==> src/sv/qam_hard_decision_demapper_core_macros.svh <==
`ifndef QAM_HARD_DECISION_DEMAPPER_CORE_MACROS_SVH
`define QAM_HARD_DECISION_DEMAPPER_CORE_MACROS_SVH

// same-cycle implication, checked outside reset
`define QHD_ASSERT_NOW(lbl, ante, cons) \
  lbl: assert property (@(posedge clk) disable iff (!rst_n) (ante) |-> (cons)) \
    else $error("qam demapper check failed");

// next-cycle implication, checked outside reset
`define QHD_ASSERT_NEXT(lbl, ante, cons) \
  lbl: assert property (@(posedge clk) disable iff (!rst_n) (ante) |=> (cons)) \
    else $error("qam demapper check failed");

`endif

==> src/sv/qam_hdd_pkg.sv <==
`timescale 1ns / 1ps
`default_nettype none
package qam_hdd_pkg;

  localparam int SAMPLE_W   = 16;
  localparam int SYM_W      = 6;
  localparam int CNT_W      = 3;
  localparam int AXIS_MAX_W = 3;
  localparam int CFG_ADDR_W = 3;
  localparam int CFG_DATA_W = 32;
  localparam int ORDER_W    = 2;

  localparam logic REG_QAM_ORDER = 1'b0;

  typedef enum logic [ORDER_W-1:0] {
    MODE_QPSK  = 2'd0,
    MODE_QAM16 = 2'd1,
    MODE_QAM64 = 2'd2
  } qam_mode_t;

  typedef struct packed {
    logic s1;
    logic s2;
    logic s3;
    logic so;
  } stage_en_t;

endpackage
`default_nettype wire

==> src/sv/qam_hdd_if.sv <==
`timescale 1ns / 1ps
`default_nettype none
interface qam_hdd_in_if;
  logic                                          valid;
  logic                                          ready;
  logic signed [qam_hdd_pkg::SAMPLE_W-1:0]       sample_re;
  logic signed [qam_hdd_pkg::SAMPLE_W-1:0]       sample_im;

  modport source (output valid, output sample_re, output sample_im, input ready);
  modport sink   (input valid, input sample_re, input sample_im, output ready);
endinterface

interface qam_hdd_out_if;
  logic                                valid;
  logic                                ready;
  logic [qam_hdd_pkg::SYM_W-1:0]       symbol_bits;
  logic [qam_hdd_pkg::CNT_W-1:0]       bit_count;

  modport source (output valid, output symbol_bits, output bit_count, input ready);
  modport sink   (input valid, input symbol_bits, input bit_count, output ready);
endinterface
`default_nettype wire

==> src/sv/qam_hdd_axis.sv <==
`timescale 1ns / 1ps
`default_nettype none
module qam_hdd_axis #(
  parameter int FRAC_BITS = 8,
  parameter int AXIS_W    = 3
) (
  input  wire                                           clk,
  input  qam_hdd_pkg::stage_en_t                        en,
  input  wire logic signed [qam_hdd_pkg::SAMPLE_W-1:0]  x_s1,
  input  qam_hdd_pkg::qam_mode_t                        mode_s1,
  input  qam_hdd_pkg::qam_mode_t                        mode_s2,
  output logic [AXIS_W-1:0]                             idx_s3
);

  localparam int OFS_W = AXIS_W + 1 + FRAC_BITS;
  localparam int SUM_W = ((OFS_W > qam_hdd_pkg::SAMPLE_W - 1) ? OFS_W
                         : qam_hdd_pkg::SAMPLE_W - 1) + 2;
  localparam int Q_W   = SUM_W - FRAC_BITS - 1;

  localparam logic signed [SUM_W-1:0] BIAS_QPSK  = SUM_W'((1 << (FRAC_BITS + 1)) - 1);
  localparam logic signed [SUM_W-1:0] BIAS_QAM16 = SUM_W'((1 << (FRAC_BITS + 2)) - 1);
  localparam logic signed [SUM_W-1:0] BIAS_QAM64 = SUM_W'((1 << (FRAC_BITS + 3)) - 1);

  logic signed [SUM_W-1:0]      bias;
  logic signed [SUM_W-1:0]      sum_nxt;
  logic signed [SUM_W-1:0]      sum_r;
  logic [Q_W-1:0]               q;
  logic [qam_hdd_pkg::AXIS_MAX_W-1:0] lim;
  logic [AXIS_W-1:0]            idx_nxt;
  logic [AXIS_W-1:0]            idx_r;

  // shift the grid so the lowest point sits at zero, rounding ties down
  always_comb begin
    case (mode_s1)
      qam_hdd_pkg::MODE_QPSK:  bias = BIAS_QPSK;
      qam_hdd_pkg::MODE_QAM16: bias = BIAS_QAM16;
      default:                 bias = BIAS_QAM64;
    endcase
    sum_nxt = SUM_W'(x_s1) + bias;
  end

  always_ff @(posedge clk) begin
    if (en.s2) begin
      sum_r <= sum_nxt;
    end
  end

  // divide by the point spacing and clamp to the grid edge
  always_comb begin
    case (mode_s2)
      qam_hdd_pkg::MODE_QPSK:  lim = qam_hdd_pkg::AXIS_MAX_W'(1);
      qam_hdd_pkg::MODE_QAM16: lim = qam_hdd_pkg::AXIS_MAX_W'(3);
      default:                 lim = qam_hdd_pkg::AXIS_MAX_W'(7);
    endcase
    q = sum_r[SUM_W-1:FRAC_BITS+1];
    if (sum_r[SUM_W-1]) begin
      idx_nxt = '0;
    end else if (q > Q_W'(lim)) begin
      idx_nxt = AXIS_W'(lim);
    end else begin
      idx_nxt = AXIS_W'(q);
    end
  end

  always_ff @(posedge clk) begin
    if (en.s3) begin
      idx_r <= idx_nxt;
    end
  end

  assign idx_s3 = idx_r;

endmodule
`default_nettype wire

==> src/sv/qam_hard_decision_demapper_core.sv <==
// Hard-decision demapper for square QPSK, 16-QAM and 64-QAM on natural binary labels. Each
// received sample (signed, FRAC_BITS fraction bits) is sliced on each axis independently to the
// nearest odd grid point, ties going to the lower index, and the two axis indices form the
// symbol label (in-phase index in the high half). One item is accepted every clock while the
// output is not stalled; each result passes through an input stage, a bias-add stage and a clamp
// stage in each axis slicer, then the output register. Back-pressure stalls the pipeline
// stage by stage, so bubbles are squeezed out and nothing is dropped. qam_order (byte address
// 0, reset 16-QAM) must only be written while no item is in flight; code 3 acts as 64-QAM, and
// orders above MAX_POINTS are lowered to the largest one allowed.
`timescale 1ns / 1ps
`default_nettype none
`include "qam_hard_decision_demapper_core_macros.svh"
module qam_hard_decision_demapper_core #(
  parameter int MAX_POINTS = 64,
  parameter int FRAC_BITS  = 8
) (
  input  wire                                        clk,
  input  wire                                        rst_n,
  qam_hdd_in_if.sink                                 in_ch,
  qam_hdd_out_if.source                              out_ch,
  input  wire                                        cfg_psel,
  input  wire                                        cfg_penable,
  input  wire                                        cfg_pwrite,
  input  wire [qam_hdd_pkg::CFG_ADDR_W-1:0]          cfg_paddr,
  input  wire [qam_hdd_pkg::CFG_DATA_W-1:0]          cfg_pwdata,
  output logic [qam_hdd_pkg::CFG_DATA_W-1:0]         cfg_prdata,
  output logic                                       cfg_pready
);

  localparam qam_hdd_pkg::qam_mode_t MAX_MODE =
    (MAX_POINTS >= 64) ? qam_hdd_pkg::MODE_QAM64 :
    (MAX_POINTS >= 16) ? qam_hdd_pkg::MODE_QAM16 : qam_hdd_pkg::MODE_QPSK;
  localparam int AXIS_W = int'(MAX_MODE) + 1;

  logic [qam_hdd_pkg::ORDER_W-1:0] order_r;
  logic [qam_hdd_pkg::ORDER_W-1:0] order_nxt;
  logic                            cfg_wr;

  qam_hdd_pkg::qam_mode_t mode_sat;
  qam_hdd_pkg::qam_mode_t mode_eff;
  qam_hdd_pkg::stage_en_t en;

  logic v1_r, v2_r, v3_r, vo_r;
  logic v1_nxt, v2_nxt, v3_nxt, vo_nxt;

  logic signed [qam_hdd_pkg::SAMPLE_W-1:0] re_s1_r;
  logic signed [qam_hdd_pkg::SAMPLE_W-1:0] im_s1_r;
  qam_hdd_pkg::qam_mode_t mode_s1_r;
  qam_hdd_pkg::qam_mode_t mode_s2_r;
  qam_hdd_pkg::qam_mode_t mode_s3_r;

  logic [AXIS_W-1:0]                  idx_i;
  logic [AXIS_W-1:0]                  idx_j;
  logic [qam_hdd_pkg::AXIS_MAX_W-1:0] ix;
  logic [qam_hdd_pkg::AXIS_MAX_W-1:0] jx;

  logic [qam_hdd_pkg::SYM_W-1:0] sym_nxt;
  logic [qam_hdd_pkg::SYM_W-1:0] sym_r;
  logic [qam_hdd_pkg::CNT_W-1:0] cnt_nxt;
  logic [qam_hdd_pkg::CNT_W-1:0] cnt_r;

  // configuration port
  assign cfg_pready = 1'b1;
  assign cfg_wr = cfg_psel && cfg_penable && cfg_pwrite &&
                  (cfg_paddr[qam_hdd_pkg::CFG_ADDR_W-1:2] == qam_hdd_pkg::REG_QAM_ORDER);

  always_comb begin
    order_nxt = order_r;
    if (cfg_wr) begin
      order_nxt = cfg_pwdata[qam_hdd_pkg::ORDER_W-1:0];
    end
  end

  always_ff @(posedge clk) begin
    if (!rst_n) begin
      order_r <= qam_hdd_pkg::ORDER_W'(qam_hdd_pkg::MODE_QAM16);
    end else begin
      order_r <= order_nxt;
    end
  end

  always_comb begin
    cfg_prdata = '0;
    if (cfg_paddr[qam_hdd_pkg::CFG_ADDR_W-1:2] == qam_hdd_pkg::REG_QAM_ORDER) begin
      cfg_prdata = qam_hdd_pkg::CFG_DATA_W'(order_r);
    end
  end

  // effective mode: reserved code saturates, then cap by MAX_POINTS
  always_comb begin
    case (order_r)
      qam_hdd_pkg::MODE_QPSK:  mode_sat = qam_hdd_pkg::MODE_QPSK;
      qam_hdd_pkg::MODE_QAM16: mode_sat = qam_hdd_pkg::MODE_QAM16;
      default:                 mode_sat = qam_hdd_pkg::MODE_QAM64;
    endcase
    mode_eff = (mode_sat > MAX_MODE) ? MAX_MODE : mode_sat;
  end

  // per-stage enables, a stage moves when its successor is empty or moving
  always_comb begin
    en.so = !vo_r || out_ch.ready;
    en.s3 = !v3_r || en.so;
    en.s2 = !v2_r || en.s3;
    en.s1 = !v1_r || en.s2;
  end

  assign in_ch.ready = en.s1;

  always_comb begin
    v1_nxt = en.s1 ? in_ch.valid : v1_r;
    v2_nxt = en.s2 ? v1_r : v2_r;
    v3_nxt = en.s3 ? v2_r : v3_r;
    vo_nxt = en.so ? v3_r : vo_r;
  end

  always_ff @(posedge clk) begin
    if (!rst_n) begin
      v1_r <= 1'b0;
      v2_r <= 1'b0;
      v3_r <= 1'b0;
      vo_r <= 1'b0;
    end else begin
      v1_r <= v1_nxt;
      v2_r <= v2_nxt;
      v3_r <= v3_nxt;
      vo_r <= vo_nxt;
    end
  end

  always_ff @(posedge clk) begin
    if (en.s1) begin
      re_s1_r   <= in_ch.sample_re;
      im_s1_r   <= in_ch.sample_im;
      mode_s1_r <= mode_eff;
    end
    if (en.s2) begin
      mode_s2_r <= mode_s1_r;
    end
    if (en.s3) begin
      mode_s3_r <= mode_s2_r;
    end
  end

  qam_hdd_axis #(
    .FRAC_BITS (FRAC_BITS),
    .AXIS_W    (AXIS_W)
  ) u_axis_re (
    .clk     (clk),
    .en      (en),
    .x_s1    (re_s1_r),
    .mode_s1 (mode_s1_r),
    .mode_s2 (mode_s2_r),
    .idx_s3  (idx_i)
  );

  qam_hdd_axis #(
    .FRAC_BITS (FRAC_BITS),
    .AXIS_W    (AXIS_W)
  ) u_axis_im (
    .clk     (clk),
    .en      (en),
    .x_s1    (im_s1_r),
    .mode_s1 (mode_s1_r),
    .mode_s2 (mode_s2_r),
    .idx_s3  (idx_j)
  );

  // label = i * dim + j
  always_comb begin
    ix = qam_hdd_pkg::AXIS_MAX_W'(idx_i);
    jx = qam_hdd_pkg::AXIS_MAX_W'(idx_j);
    case (mode_s3_r)
      qam_hdd_pkg::MODE_QPSK: begin
        sym_nxt = {4'b0000, ix[0], jx[0]};
        cnt_nxt = qam_hdd_pkg::CNT_W'(2);
      end
      qam_hdd_pkg::MODE_QAM16: begin
        sym_nxt = {2'b00, ix[1:0], jx[1:0]};
        cnt_nxt = qam_hdd_pkg::CNT_W'(4);
      end
      default: begin
        sym_nxt = {ix, jx};
        cnt_nxt = qam_hdd_pkg::CNT_W'(6);
      end
    endcase
  end

  always_ff @(posedge clk) begin
    if (en.so) begin
      sym_r <= sym_nxt;
      cnt_r <= cnt_nxt;
    end
  end

  assign out_ch.valid       = vo_r;
  assign out_ch.symbol_bits = sym_r;
  assign out_ch.bit_count   = cnt_r;

  `QHD_ASSERT_NEXT(a_accept_fills_s1, in_ch.valid && in_ch.ready, v1_r)
  `QHD_ASSERT_NEXT(a_stall_keeps_s3, v3_r && !en.s3, v3_r && $stable(mode_s3_r))
  `QHD_ASSERT_NOW(a_count_legal, out_ch.valid,
    out_ch.bit_count == 3'd2 || out_ch.bit_count == 3'd4 || out_ch.bit_count == 3'd6)
  `QHD_ASSERT_NOW(a_qpsk_high_zero, out_ch.valid && out_ch.bit_count == 3'd2,
    out_ch.symbol_bits[5:2] == 4'b0000)

endmodule
`default_nettype wire
==> src/flat_wrapper.sv <==
// flat-port wrapper written by rule: the top's interface ports become plain ports
module qam_hard_decision_demapper_core_flat 
#(
  parameter int MAX_POINTS = 64,
  parameter int FRAC_BITS  = 8
)
  (clk, rst_n, cfg_psel, cfg_penable, cfg_pwrite, cfg_paddr, cfg_pwdata, cfg_prdata, cfg_pready, in_ch_valid, in_ch_sample_re, in_ch_sample_im, in_ch_ready, out_ch_valid, out_ch_symbol_bits, out_ch_bit_count, out_ch_ready);
  qam_hdd_in_if in_ch_i ();
  qam_hdd_out_if out_ch_i ();
  input  wire clk;
  input  wire rst_n;
  input  wire cfg_psel;
  input  wire cfg_penable;
  input  wire cfg_pwrite;
  input  wire [qam_hdd_pkg::CFG_ADDR_W-1:0] cfg_paddr;
  input  wire [qam_hdd_pkg::CFG_DATA_W-1:0] cfg_pwdata;
  output logic [qam_hdd_pkg::CFG_DATA_W-1:0] cfg_prdata;
  output logic cfg_pready;
  input wire logic [$bits(in_ch_i.valid)-1:0] in_ch_valid;
  input wire logic [$bits(in_ch_i.sample_re)-1:0] in_ch_sample_re;
  input wire logic [$bits(in_ch_i.sample_im)-1:0] in_ch_sample_im;
  output wire logic [$bits(in_ch_i.ready)-1:0] in_ch_ready;
  output wire logic [$bits(out_ch_i.valid)-1:0] out_ch_valid;
  output wire logic [$bits(out_ch_i.symbol_bits)-1:0] out_ch_symbol_bits;
  output wire logic [$bits(out_ch_i.bit_count)-1:0] out_ch_bit_count;
  input wire logic [$bits(out_ch_i.ready)-1:0] out_ch_ready;
  assign in_ch_i.valid = in_ch_valid;
  assign in_ch_i.sample_re = in_ch_sample_re;
  assign in_ch_i.sample_im = in_ch_sample_im;
  assign in_ch_ready = in_ch_i.ready;
  assign out_ch_valid = out_ch_i.valid;
  assign out_ch_symbol_bits = out_ch_i.symbol_bits;
  assign out_ch_bit_count = out_ch_i.bit_count;
  assign out_ch_i.ready = out_ch_ready;
  qam_hard_decision_demapper_core #(.MAX_POINTS(MAX_POINTS), .FRAC_BITS(FRAC_BITS)) u_core (.clk(clk), .rst_n(rst_n), .in_ch(in_ch_i), .out_ch(out_ch_i), .cfg_psel(cfg_psel), .cfg_penable(cfg_penable), .cfg_pwrite(cfg_pwrite), .cfg_paddr(cfg_paddr), .cfg_pwdata(cfg_pwdata), .cfg_prdata(cfg_prdata), .cfg_pready(cfg_pready));
endmodule
==> config.mk <==
export PLATFORM = sky130hd
export DESIGN_NAME = qam_hard_decision_demapper_core_flat
export DESIGN_NICKNAME = d
export VERILOG_FILES = /design/src/sv/qam_hdd_pkg.sv /design/src/sv/qam_hdd_if.sv /design/src/sv/qam_hdd_axis.sv /design/src/sv/qam_hard_decision_demapper_core.sv /design/src/flat_wrapper.sv
export VERILOG_INCLUDE_DIRS = /design/src /design/src/sv
export SDC_FILE = /design/constraint.sdc
export NUM_CORES = 1
export LEC_CHECK = 0
export BUFFER_PORTS_ARGS = -buffer_cell sky130_fd_sc_hd__clkbuf_2
export CORE_ASPECT_RATIO = 0.7
export CORE_UTILIZATION = 49
export DETAILED_ROUTE_END_ITERATION = 10
export HOLD_SLACK_MARGIN = 0.15
export PLACE_DENSITY = 0.81
export SETUP_SLACK_MARGIN = 0.02
export SLEW_MARGIN = 25
export SYNTH_ARGS = -nofsm -noshare
export SYNTH_HDL_FRONTEND = slang
export SYNTH_HIERARCHICAL = 1
export SYNTH_SLANG_ARGS = --single-unit
==> constraint.sdc <==
create_clock -name clk -period 2.3 [get_ports clk]
set_input_delay 0.345 -clock clk [delete_from_list [all_inputs] [get_ports clk]]
set_output_delay 0.345 -clock clk [all_outputs]
set_load 0.01 [all_outputs]
==> key figures, run 1 <==
Outcome
  – Status: completed

Layout
  – Diode count: 0
  – Layout cell share with drive strength beyond 1: 0.268
  – Nets: 391
  – Area growth from synthesis to layout: 16.3%
  – Fin area: 3820 um^2
  – Layout Cells excl Fill: 405
  – Final core occ: 0.603

Logic synthesis
  – Synth Area in Compound Gates: 0.0487
  – Synth async-reset ratio: 0
  – Share of the synthesized area in the top cell type: 0.621
  – Synth top cells by count: edfxtp_1 (68), buf_4 (32), nor2_1 (22)
  – Post-synth EDFFs: 68
  – Combinational family with the most area after synthesis: simple AND/OR/NAND/NOR gates
  – Largest area contributor in the netlist: edfxtp_1
  – Mapped Cells: 243
  – Sequential area share after synthesis: 0.658
  – Synthesized cell area: 3290 um^2
  – Synth Area in Simple Gates: 0.123
  – Synth Register Bits: 74
  – Cell with the most instances after synthesis: edfxtp_1
  – Most common flop cell mapped by yosys: edfxtp_1
  – Netlist cell types: 33
  – Adder-cell share of the synthesized area: 0.0305
  – Mux share of post-synthesis cell area: 0.0168
  – Post-synthesis average cell area: 13.5 um^2
  – Synth Area in XOR/XNOR: 0.0320
  – Yosys warnings: 6
  – Synth area leaders: edfxtp_1 (62%), buf_4 (7.3%), dfxtp_1 (3.7%)

Pwr
  – Leak Pwr: 0.00157 uW
  – Peak supply drop: 0.511 mV
  – Overall power: 2920 uW
  – PwrDens: 764 nW/um^2

Clocking
  – CTS tree: done
  – Clk sink count: 74
  – Root Buffer: clkbuf_8
  – CTS clk-pin slew, worst paths: 0.08 ns
  – # resized after CTS: 0
  – Clock latency on the worst-skew pair: 0.34 ns
  – Htree depth: 3
  – CTS Buffer Depth: 2
  – CTS Buf Count: 9

Timing
  – Min Clock Period, post-route: 2.01 ns
  – Final period util: 0.875
  – Slew margin rel.: 0.555
  – Unrepaired setup endpoints after global routing: false
  – Final Skew: 0.00652 ns
  – TNS Setup: 0 ns
  – Setup violators final: 0
  – Slew @ Worst Pin: 0.667 ns
  – Fin. Hold Viols: 0
  – Final slew viol count: 0
  – FMAX: 497 MHz

Die
  – Die Wd: 99.9 um
  – Die Area: 7040 um^2
  – I/O pins: 118
  – Initial core utilization: 0.519
  – Core area: 6340 um^2
  – # rows: 24
  – Die H: 70.5 um

Detailed routing
  – DRC Markers: 0
  – DRT iter0 DRCs: 53
  – Vias: 1,859
  – Overall routed net length: 4740 um
  – Initial DRT Pass Iterations: 5
  – Antenna viol nets, final: 0
  – DR vias/cell: 4.59
  – Routed len/inst: 11.7 um

Setup path
  – Buf/Inv on CP: 1
  – Crit path max-delay family: flip-flops
  – Arrival time at the worst endpoint: 2.11 ns
  – Crit-path max cell delay: 0.48 ns
  – Critical path's slowest cell: edfxtp_1
  – Crit path max fanout: 5
  – Crit end category: flop
  – Crit path cell chain: or2_2 > ha_1 > inv_1 > a31oi_1 > a21oi_1 > xnor2_1
  – Critical Path Source Type: flop
  – Critical path data required time: 2.40 ns
  – WS Path Type: flop to flop

Global route
  – Largest net degree at the start of global routing: 20
  – GRT Total Usage: 0.148
  – First-pass GRT wire length: 7710 um
  – Antenna violations before repair: 0
  – Vias in the first global route: 1,669
  – Total gr overflow: 0

Placement
  – Hpwl dp: 3560 um
  – Dpl cell area: 3540 um^2
  – Port Buffers: 53
  – Cell count after placement: 383
  – RD Place Congestion: 0.819

Run
  – Max cap viols: 0

Min path
  – Hold Path Class: primary input to flop
[final timing paths]
| path | startpoint | endpoint | slack [ns] | depth (start not counted) |
|---|---|---|---|---|
| setup / recovery | u_core/mode_s1_r[1] | u_core/u_axis_re/sum_r[14] | 0.29 | 6 |
| hold / removal | in_ch_sample_re[3] | u_core/re_s1_r[3] | 0.17 | 1 |
| setup reg to reg | u_core/mode_s1_r[1] | u_core/u_axis_re/sum_r[14] | 0.29 | 6 |
| hold reg to reg | u_core/u_axis_im/idx_s3[0] | u_core/out_ch.symbol_bits[0] | 0.43 | 0 |
[what timing repair did]
action                                  CTS  global route
endpoints found under the setup margin    0             0
hold endpoints to repair                  0             6
setup buffers                             0             0
hold buffers                              0             6
[sequential cells by signal (all words and copies together) (netlist names), 3 cells and up]
register	count
u_core/u_axis_re/sum_r	8
u_core/u_axis_re/idx_s3	3
u_core/u_axis_im/idx_s3	3
u_core/re_s1_r	16
u_core/u_axis_im/sum_r	8
u_core/im_s1_r	16
u_core/out_ch.symbol_bits	6
[per-stage QoR]
stage	setup slack, ns	hold WS, ns
floorplan	0.532	0.400
global route	0.190	0.150
finish	0.287	0.171
global placement	0.391	0.405
detailed placement	0.342	0.422
CTS	0.319	0.152
[cell families after synthesis]
| kind of cell | after synthesis |
|---|---|
| AOI/OAI and AO/OA | 20 |
| xor gates and xnor gates | 12 |
| adders and majority gates | 8 |
| buffers and inverters | 46 |
| DFF | 74 |
| muxes | 5 |
| other | 2 |
| and+or+nand+nor | 76 |
[power by group]
part | switching (uW) | total [uW] | internal (uW)
clock | 482 | 1100 | 617
combinational | 117 | 222 | 105
sequential | 42.9 | 1600 | 1560
[cell type report]
cell class | count | area, um^2
Sequential cell | 74 | 2160
Fill cell | 482 | 2510
Multi-Input combinational cell | 153 | 943
Inverter | 10 | 37.5
Timing Repair Buffer | 61 | 340
Clock buffer | 9 | 124
Tap cell | 91 | 114
Clock inverter | 7 | 100
[layer usage]
metal  vias up  share of wire  routed length [um]  GRT usage
li1        933              -                   -          -
met1       841           0.43                2020      0.182
met2        75           0.49                2320      0.231
met3        10          0.071                 339     0.0591
met4         0          0.014                  67     0.0686
met5         -              0                   0          0
[placed cells by master (no fill, tap or decap), types with 3 or more instances in the layout]
master,instances
edfxtp_1,68
clkbuf_2,53
conb_1,32
nor2_1,22
xnor2_1,12
inv_1,10
nor3_1,10
clkbuf_8,9
nand2_1,9
nor2b_1,8
nand3_1,8
ha_1,8
dlygate4sd3_1,6
dfxtp_1,6
a21oi_1,6
mux2i_1,4
nand4_1,4
clkinvlp_4,3
o21a_1,3
Note: power is estimated with default switching activity, not from simulation.
==> inputs of run 2 (changes only) <==
--- a/config.mk
+++ b/config.mk
@@ -6,12 +6,13 @@
 export SDC_FILE = /design/constraint.sdc
 export NUM_CORES = 1
 export LEC_CHECK = 0
+export ABC_AREA = 1
 export BUFFER_PORTS_ARGS = -buffer_cell sky130_fd_sc_hd__clkbuf_2
 export CORE_ASPECT_RATIO = 0.7
-export CORE_UTILIZATION = 49
+export CORE_UTILIZATION = 51
 export DETAILED_ROUTE_END_ITERATION = 10
 export HOLD_SLACK_MARGIN = 0.15
-export PLACE_DENSITY = 0.81
+export PLACE_DENSITY = 0.82
 export SETUP_SLACK_MARGIN = 0.02
 export SLEW_MARGIN = 25
 export SYNTH_ARGS = -nofsm -noshare
==> run 2 against run 1 <==
  * Sequential share of layout area down 5.5 points
  * Clock power up 6%
  * Routed wire length up 31%
  * Synthesized cell count up 62%
  * Combinational power up 33%
  * Design area up 11%
  * Utilization up 0.98 points
  * Setup slack worse by 0.12 ns
  * Critical path type unchanged
==> key figures, run 2 <==
Detailed routing
  – Initial DRT Pass Iterations: 4
  – Overall routed net length: 6190 um
  – DRT iter0 DRCs: 129
  – Antenna viol nets, final: 0
  – DR vias/cell: 4.71
  – DRC Markers: 0
  – Routed len/inst: 11.2 um
  – Vias: 2,604

Pwr
  – Peak supply drop: 0.461 mV
  – Leak Pwr: 0.00204 uW
  – PwrDens: 727 nW/um^2

Timing
  – Setup ws final: 0.164 ns
  – Final slew viol count: 0
  – Slew margin rel.: 0.661
  – FMAX: 468 MHz
  – Unrepaired setup endpoints after global routing: false
  – Setup violators final: 0
  – Final Skew: 0.00838 ns
  – Fin. Hold Viols: 0
  – TNS Setup: 0 ns
  – Final period util: 0.929
  – Slew @ Worst Pin: 0.507 ns
  – Min Clock Period, post-route: 2.14 ns

Die
  – Core area: 6910 um^2
  – Initial core utilization: 0.541
  – # rows: 25
  – Die Area: 7690 um^2
  – Die H: 73.7 um
  – I/O pins: 118
  – Die Wd: 104 um

Clocking
  – Root Buffer: clkbuf_8
  – Setup Fix Bufs, Post-CTS: 0
  – # resized after CTS: 0
  – Hold Buf Count CTS: 0
  – Htree depth: 3
  – CTS clk-pin slew, worst paths: 0.07 ns
  – Clock latency on the worst-skew pair: 0.33 ns
  – CTS tree: done
  – Clk sink count: 74
  – CTS Buf Count: 9
  – CTS Buffer Depth: 2

Logic synthesis
  – Synth async-reset ratio: 0
  – Post-synth EDFFs: 68
  – Mux share of post-synthesis cell area: 0
  – Combinational family with the most area after synthesis: simple AND/OR/NAND/NOR gates
  – Largest area contributor in the netlist: edfxtp_1
  – Post-synthesis average cell area: 9.52 um^2
  – Synthesized cell area: 3740 um^2
  – Synth Area in Simple Gates: 0.222
  – Sequential area share after synthesis: 0.578
  – Netlist cell types: 29
  – Most common flop cell mapped by yosys: edfxtp_1
  – Yosys warnings: 6
  – Cell with the most instances after synthesis: nand2_1
  – Synth top cells by count: nand2_1 (97), edfxtp_1 (68), inv_1 (57)
  – Synth Register Bits: 74
  – Mapped Cells: 393
  – Adder-cell share of the synthesized area: 0.0267
  – Synth area leaders: edfxtp_1 (55%), nand2_1 (9.7%), buf_4 (6.4%)
  – Synth Area in Compound Gates: 0.0401
  – Share of the synthesized area in the top cell type: 0.546
  – Synth Area in XOR/XNOR: 0.00468

Placement
  – Cell count after placement: 537
  – Hpwl dp: 4790 um
  – Port Buffers: 53
  – Dpl cell area: 4000 um^2
  – Pre-CTS setup slack: 0.195 ns
  – RD Place Congestion: 0.860

Run
  – Max cap viols: 0

Layout
  – Layout cell share with drive strength beyond 1: 0.185
  – Diode count: 0
  – Commonest non-fill, non-tap cells in the layout: nand2_1 (97), edfxtp_1 (68), inv_1 (57)
  – Filler cells: 586
  – Fin area: 4240 um^2
  – Top flop regs: u_core/im_s1_r (16), u_core/re_s1_r (16)
  – Commonest non-fill, non-tap cell in the layout: nand2_1
  – Area growth from synthesis to layout: 13.2%
  – Layout Cells excl Fill: 553
  – Nets: 536

Min path
  – Cells on Worst Hold Path: 1
  – Hold Path Class: primary input to flop

Setup path
  – WS Path Type: flop to flop
  – Arrival time at the worst endpoint: 2.23 ns
  – FF-to-FF path depth: 8
  – Crit path max fanout: 5
  – Crit end category: flop
  – Critical Path Source Type: flop
  – Critical path data required time: 2.39 ns

Global route
  – Antenna violations before repair: 0
  – GRT Total Usage: 0.173
  – First-pass GRT wire length: 10,200 um
  – Vias in the first global route: 2,361
  – Total gr overflow: 0
  – Largest net degree at the start of global routing: 20

Outcome
  – Status: completed
## run 2: cell count changes in the layout (fill, tap and decap cells not counted), moves of 4 or more
cell,change
nand2_1,+88
inv_1,+47
nand3_1,+18
nor2_1,+18
xnor2_1,-12
nor2b_1,-8
nor3_1,-8
o21ai_1,+8
dlygate4sd3_1,-6
nand4_1,+5
mux2i_1,-4
nor2_2,+4
## run 2: worst paths after layout
path	end	start	slack [ns]
setup / recovery	u_core/u_axis_im/sum_r[14]	u_core/mode_s1_r[1]	0.16
hold / removal	u_core/re_s1_r[4]	in_ch_sample_re[4]	0.18
setup reg to reg	u_core/u_axis_im/sum_r[14]	u_core/mode_s1_r[1]	0.16
hold reg to reg	u_core/out_ch.symbol_bits[0]	u_core/u_axis_im/idx_s3[0]	0.44
## run 2: layout make-up
type	instances	area [um^2]	area share
Clock buffer	11	131	0.0310
Tap cell	94	118	0.0278
Multi-Input combinational cell	255	1220	0.288
Clock inverter	5	104	0.0245
Inverter	59	221	0.0523
Timing Repair Buffer	55	280	0.0662
Sequential cell	74	2160	0.510
## run 2: through the flow
| step | power (uW) | hold WS [ns] | utilization |
|---|---|---|---|
| after floorplan | 1880 | 0.400 | - |
| after global placement | 1920 | 0.405 | 0.579 |
| after detailed placement | 1940 | 0.429 | 0.579 |
| after CTS | 3100 | 0.165 | 0.613 |
| after global routing | 3210 | 0.163 | 0.613 |
| final | 3080 | 0.180 | 0.613 |
## run 2: per-layer routing
layer,up-vias,global-route usage,routed length (um)
li1,1341,-,-
met1,1163,0.219,2870
met2,96,0.292,2890
met3,4,0.0453,401
met4,0,0.0635,27
met5,-,0,0
## run 2: kinds of logic after synthesis
group / Yosys count
adders and majority gates: 8
AOI/OAI and AO/OA: 25
other: 2
and+or+nand+nor: 188
DFF: 74
xor gates and xnor gates: 2
buffers and inverters: 94
## run 2: critical path, stage by stage, from the launching register on
cell      delay, ns
edfxtp_1       0.48
or2_2          0.33
ha_1           0.35
a21oi_1        0.29
nand2_1        0.13
nand2_1        0.11
nand3_1        0.09
nand2_1        0.07
nand2_1        0.05
## run 2: power breakdown
part / switching [uW] / total [uW] / internal, uW / leakage [uW]
Sequential: 53.0 / 1620 / 1560 / 0.000777
Combinational: 182 / 296 / 114 / 0.00114
Clock: 444 / 1170 / 722 / 0.000118
==> inputs of run 3 (changes only) <==
--- a/config.mk
+++ b/config.mk
@@ -6,13 +6,12 @@
 export SDC_FILE = /design/constraint.sdc
 export NUM_CORES = 1
 export LEC_CHECK = 0
-export ABC_AREA = 1
 export BUFFER_PORTS_ARGS = -buffer_cell sky130_fd_sc_hd__clkbuf_2
 export CORE_ASPECT_RATIO = 0.7
-export CORE_UTILIZATION = 51
+export CORE_UTILIZATION = 49
 export DETAILED_ROUTE_END_ITERATION = 10
 export HOLD_SLACK_MARGIN = 0.15
-export PLACE_DENSITY = 0.82
+export PLACE_DENSITY = 0.81
 export SETUP_SLACK_MARGIN = 0.02
 export SLEW_MARGIN = 25
 export SYNTH_ARGS = -nofsm -noshare
==> constraint.sdc (replaced) <==
create_clock -name clk -period 2.3 [get_ports clk]
set_input_delay 0.23 -clock clk [delete_from_list [all_inputs] [get_ports clk]]
set_output_delay 0.23 -clock clk [all_outputs]
set_load 0.01 [all_outputs]
==> run 3 against run 2 <==
  * Flip-flop and latch count unchanged
  * Setup slack better by 0.15 ns
  * Cell count decreased by 22%
  * Global-route usage shrank 0.36 points
  * Critical path type unchanged
  * Critical endpoint is now u_core/u_axis_re/sum_r[14]
  * Largest power group unchanged
==> key figures, run 3 (same netlist as run 1, synthesis figures left out) <==
Outcome
  – Status: completed

Clocking
  – Hold Buf Count CTS: 34
  – Clock latency on the worst-skew pair: 0.34 ns
  – CTS clk-pin slew, worst paths: 0.07 ns
  – CTS Buf Count: 9
  – Setup Fix Bufs, Post-CTS: 0
  – Htree depth: 3
  – Clk sink count: 74
  – CTS tree: done
  – CTS Buffer Depth: 2
  – Root Buffer: clkbuf_8
  – # resized after CTS: 0

Layout
  – Diode count: 0
  – Area growth from synthesis to layout: 23.6%
  – Fin area: 4060 um^2
  – Layout cell share with drive strength beyond 1: 0.246
  – Top flop regs: u_core/im_s1_r (16), u_core/re_s1_r (16)
  – Nets: 419
  – Commonest non-fill, non-tap cells in the layout: edfxtp_1 (68), clkbuf_2 (53), dlygate4sd3_1 (34)
  – Commonest non-fill, non-tap cell in the layout: edfxtp_1

Placement
  – Port Buffers: 53
  – Dpl cell area: 3550 um^2
  – Hpwl dp: 3530 um
  – Pre-CTS setup slack: 0.346 ns
  – RD Place Congestion: 0.815

Global route
  – First-pass GRT wire length: 8890 um
  – Vias in the first global route: 1,994
  – Antenna violations before repair: 0
  – Total gr overflow: 0
  – GRT Total Usage: 0.170
  – Largest net degree at the start of global routing: 20

Setup path
  – FF-to-FF path depth: 6
  – Crit-path max cell delay: 0.45 ns
  – Critical Path Source Type: flop
  – Buf/Inv on CP: 1
  – Crit path max-delay family: flip-flops
  – Crit path cell chain: or2_2 > ha_1 > inv_1 > a31oi_1 > a21oi_1 > xnor2_1
  – WS Path Type: flop to flop
  – Arrival time at the worst endpoint: 2.08 ns
  – Crit path max fanout: 5
  – Crit end category: flop
  – Critical path data required time: 2.39 ns
  – Critical path's slowest cell: edfxtp_1
  – Critical path depth: 6

Timing
  – Setup ws final: 0.317 ns
  – Final period util: 0.862
  – Final Skew: 0.00616 ns
  – Fin. Hold Viols: 0
  – Min Clock Period, post-route: 1.98 ns
  – Setup violators final: 0
  – Slew margin rel.: 0.520
  – Slew @ Worst Pin: 0.718 ns
  – Unrepaired setup endpoints after global routing: false
  – TNS Setup: 0 ns
  – FMAX: 504 MHz
  – Final slew viol count: 0

Die
  – Die H: 70.5 um
  – Die Wd: 99.9 um
  – # rows: 24
  – Core area: 6340 um^2
  – Die Area: 7040 um^2
  – I/O pins: 118
  – Initial core utilization: 0.519

Detailed routing
  – Routed len/inst: 12.4 um
  – Initial DRT Pass Iterations: 4
  – Vias: 1,970
  – DRT iter0 DRCs: 56
  – Overall routed net length: 5360 um
  – Antenna viol nets, final: 0
  – DR vias/cell: 4.55
  – DRC Markers: 0

Pwr
  – PwrDens: 667 nW/um^2
  – Leak Pwr: 0.00167 uW
  – Peak supply drop: 0.436 mV

Min path
  – Cells on Worst Hold Path: 2
  – Hold Path Class: primary input to flop

Run
  – Max cap viols: 0
run 3: layout make-up:
| type | instances | area [um^2] |
|---|---|---|
| multi-input combinational | 153 | 943 |
| clock buffer | 9 | 124 |
| tap | 91 | 114 |
| sequential | 74 | 2160 |
| fill | 437 | 2280 |
| clock inverter | 7 | 46.3 |
| inverter | 10 | 37.5 |
| timing repair buffer | 89 | 633 |
run 3: through the flow:
step | hold WS, ns | power [uW] | instances | utilization
2_1_floorplan | 0.329 | 1800 | 273 | -
3_3_place_gp | 0.406 | 1830 | 383 | 0.560
3_5_place_dp | 0.409 | 1840 | 383 | 0.560
4_1_cts | 0.197 | 2730 | 433 | 0.641
5_1_grt | 0.196 | 2830 | 433 | 0.641
6_report | 0.206 | 2710 | 433 | 0.641
run 3: power breakdown:
part / internal, uW / switching (uW)
Clock: 386 / 464
Combinational: 135 / 126
Sequential: 1560 / 42.3
Total: 2080 / 632
run 3: worst register-to-register path, cell delays in order, from the launching register on:
cell      delay, ns
edfxtp_1       0.45
or2_2          0.33
ha_1           0.34
inv_1          0.06
a31oi_1        0.29
a21oi_1        0.13
xnor2_1        0.14
run 3: routing by layer:
| metal | routed length (um) | global-route usage | up-vias |
|---|---|---|---|
| met2 | 2620 | 0.294 | 73 |
| li1 | - | - | 992 |
| met3 | 379 | 0.0771 | 10 |
| met1 | 2280 | 0.188 | 895 |
| met4 | 72 | 0.0490 | 0 |
| met5 | 0 | 0 | - |
run 3: final timing paths:
path | end | slack [ns] | start
setup / recovery | u_core/u_axis_re/sum_r[14] | 0.32 | u_core/mode_s1_r[1]
hold / removal | u_core/v2_r | 0.21 | rst_n
setup reg to reg | u_core/u_axis_re/sum_r[14] | 0.32 | u_core/mode_s1_r[1]
hold reg to reg | u_core/out_ch.symbol_bits[0] | 0.43 | u_core/u_axis_im/idx_s3[0]
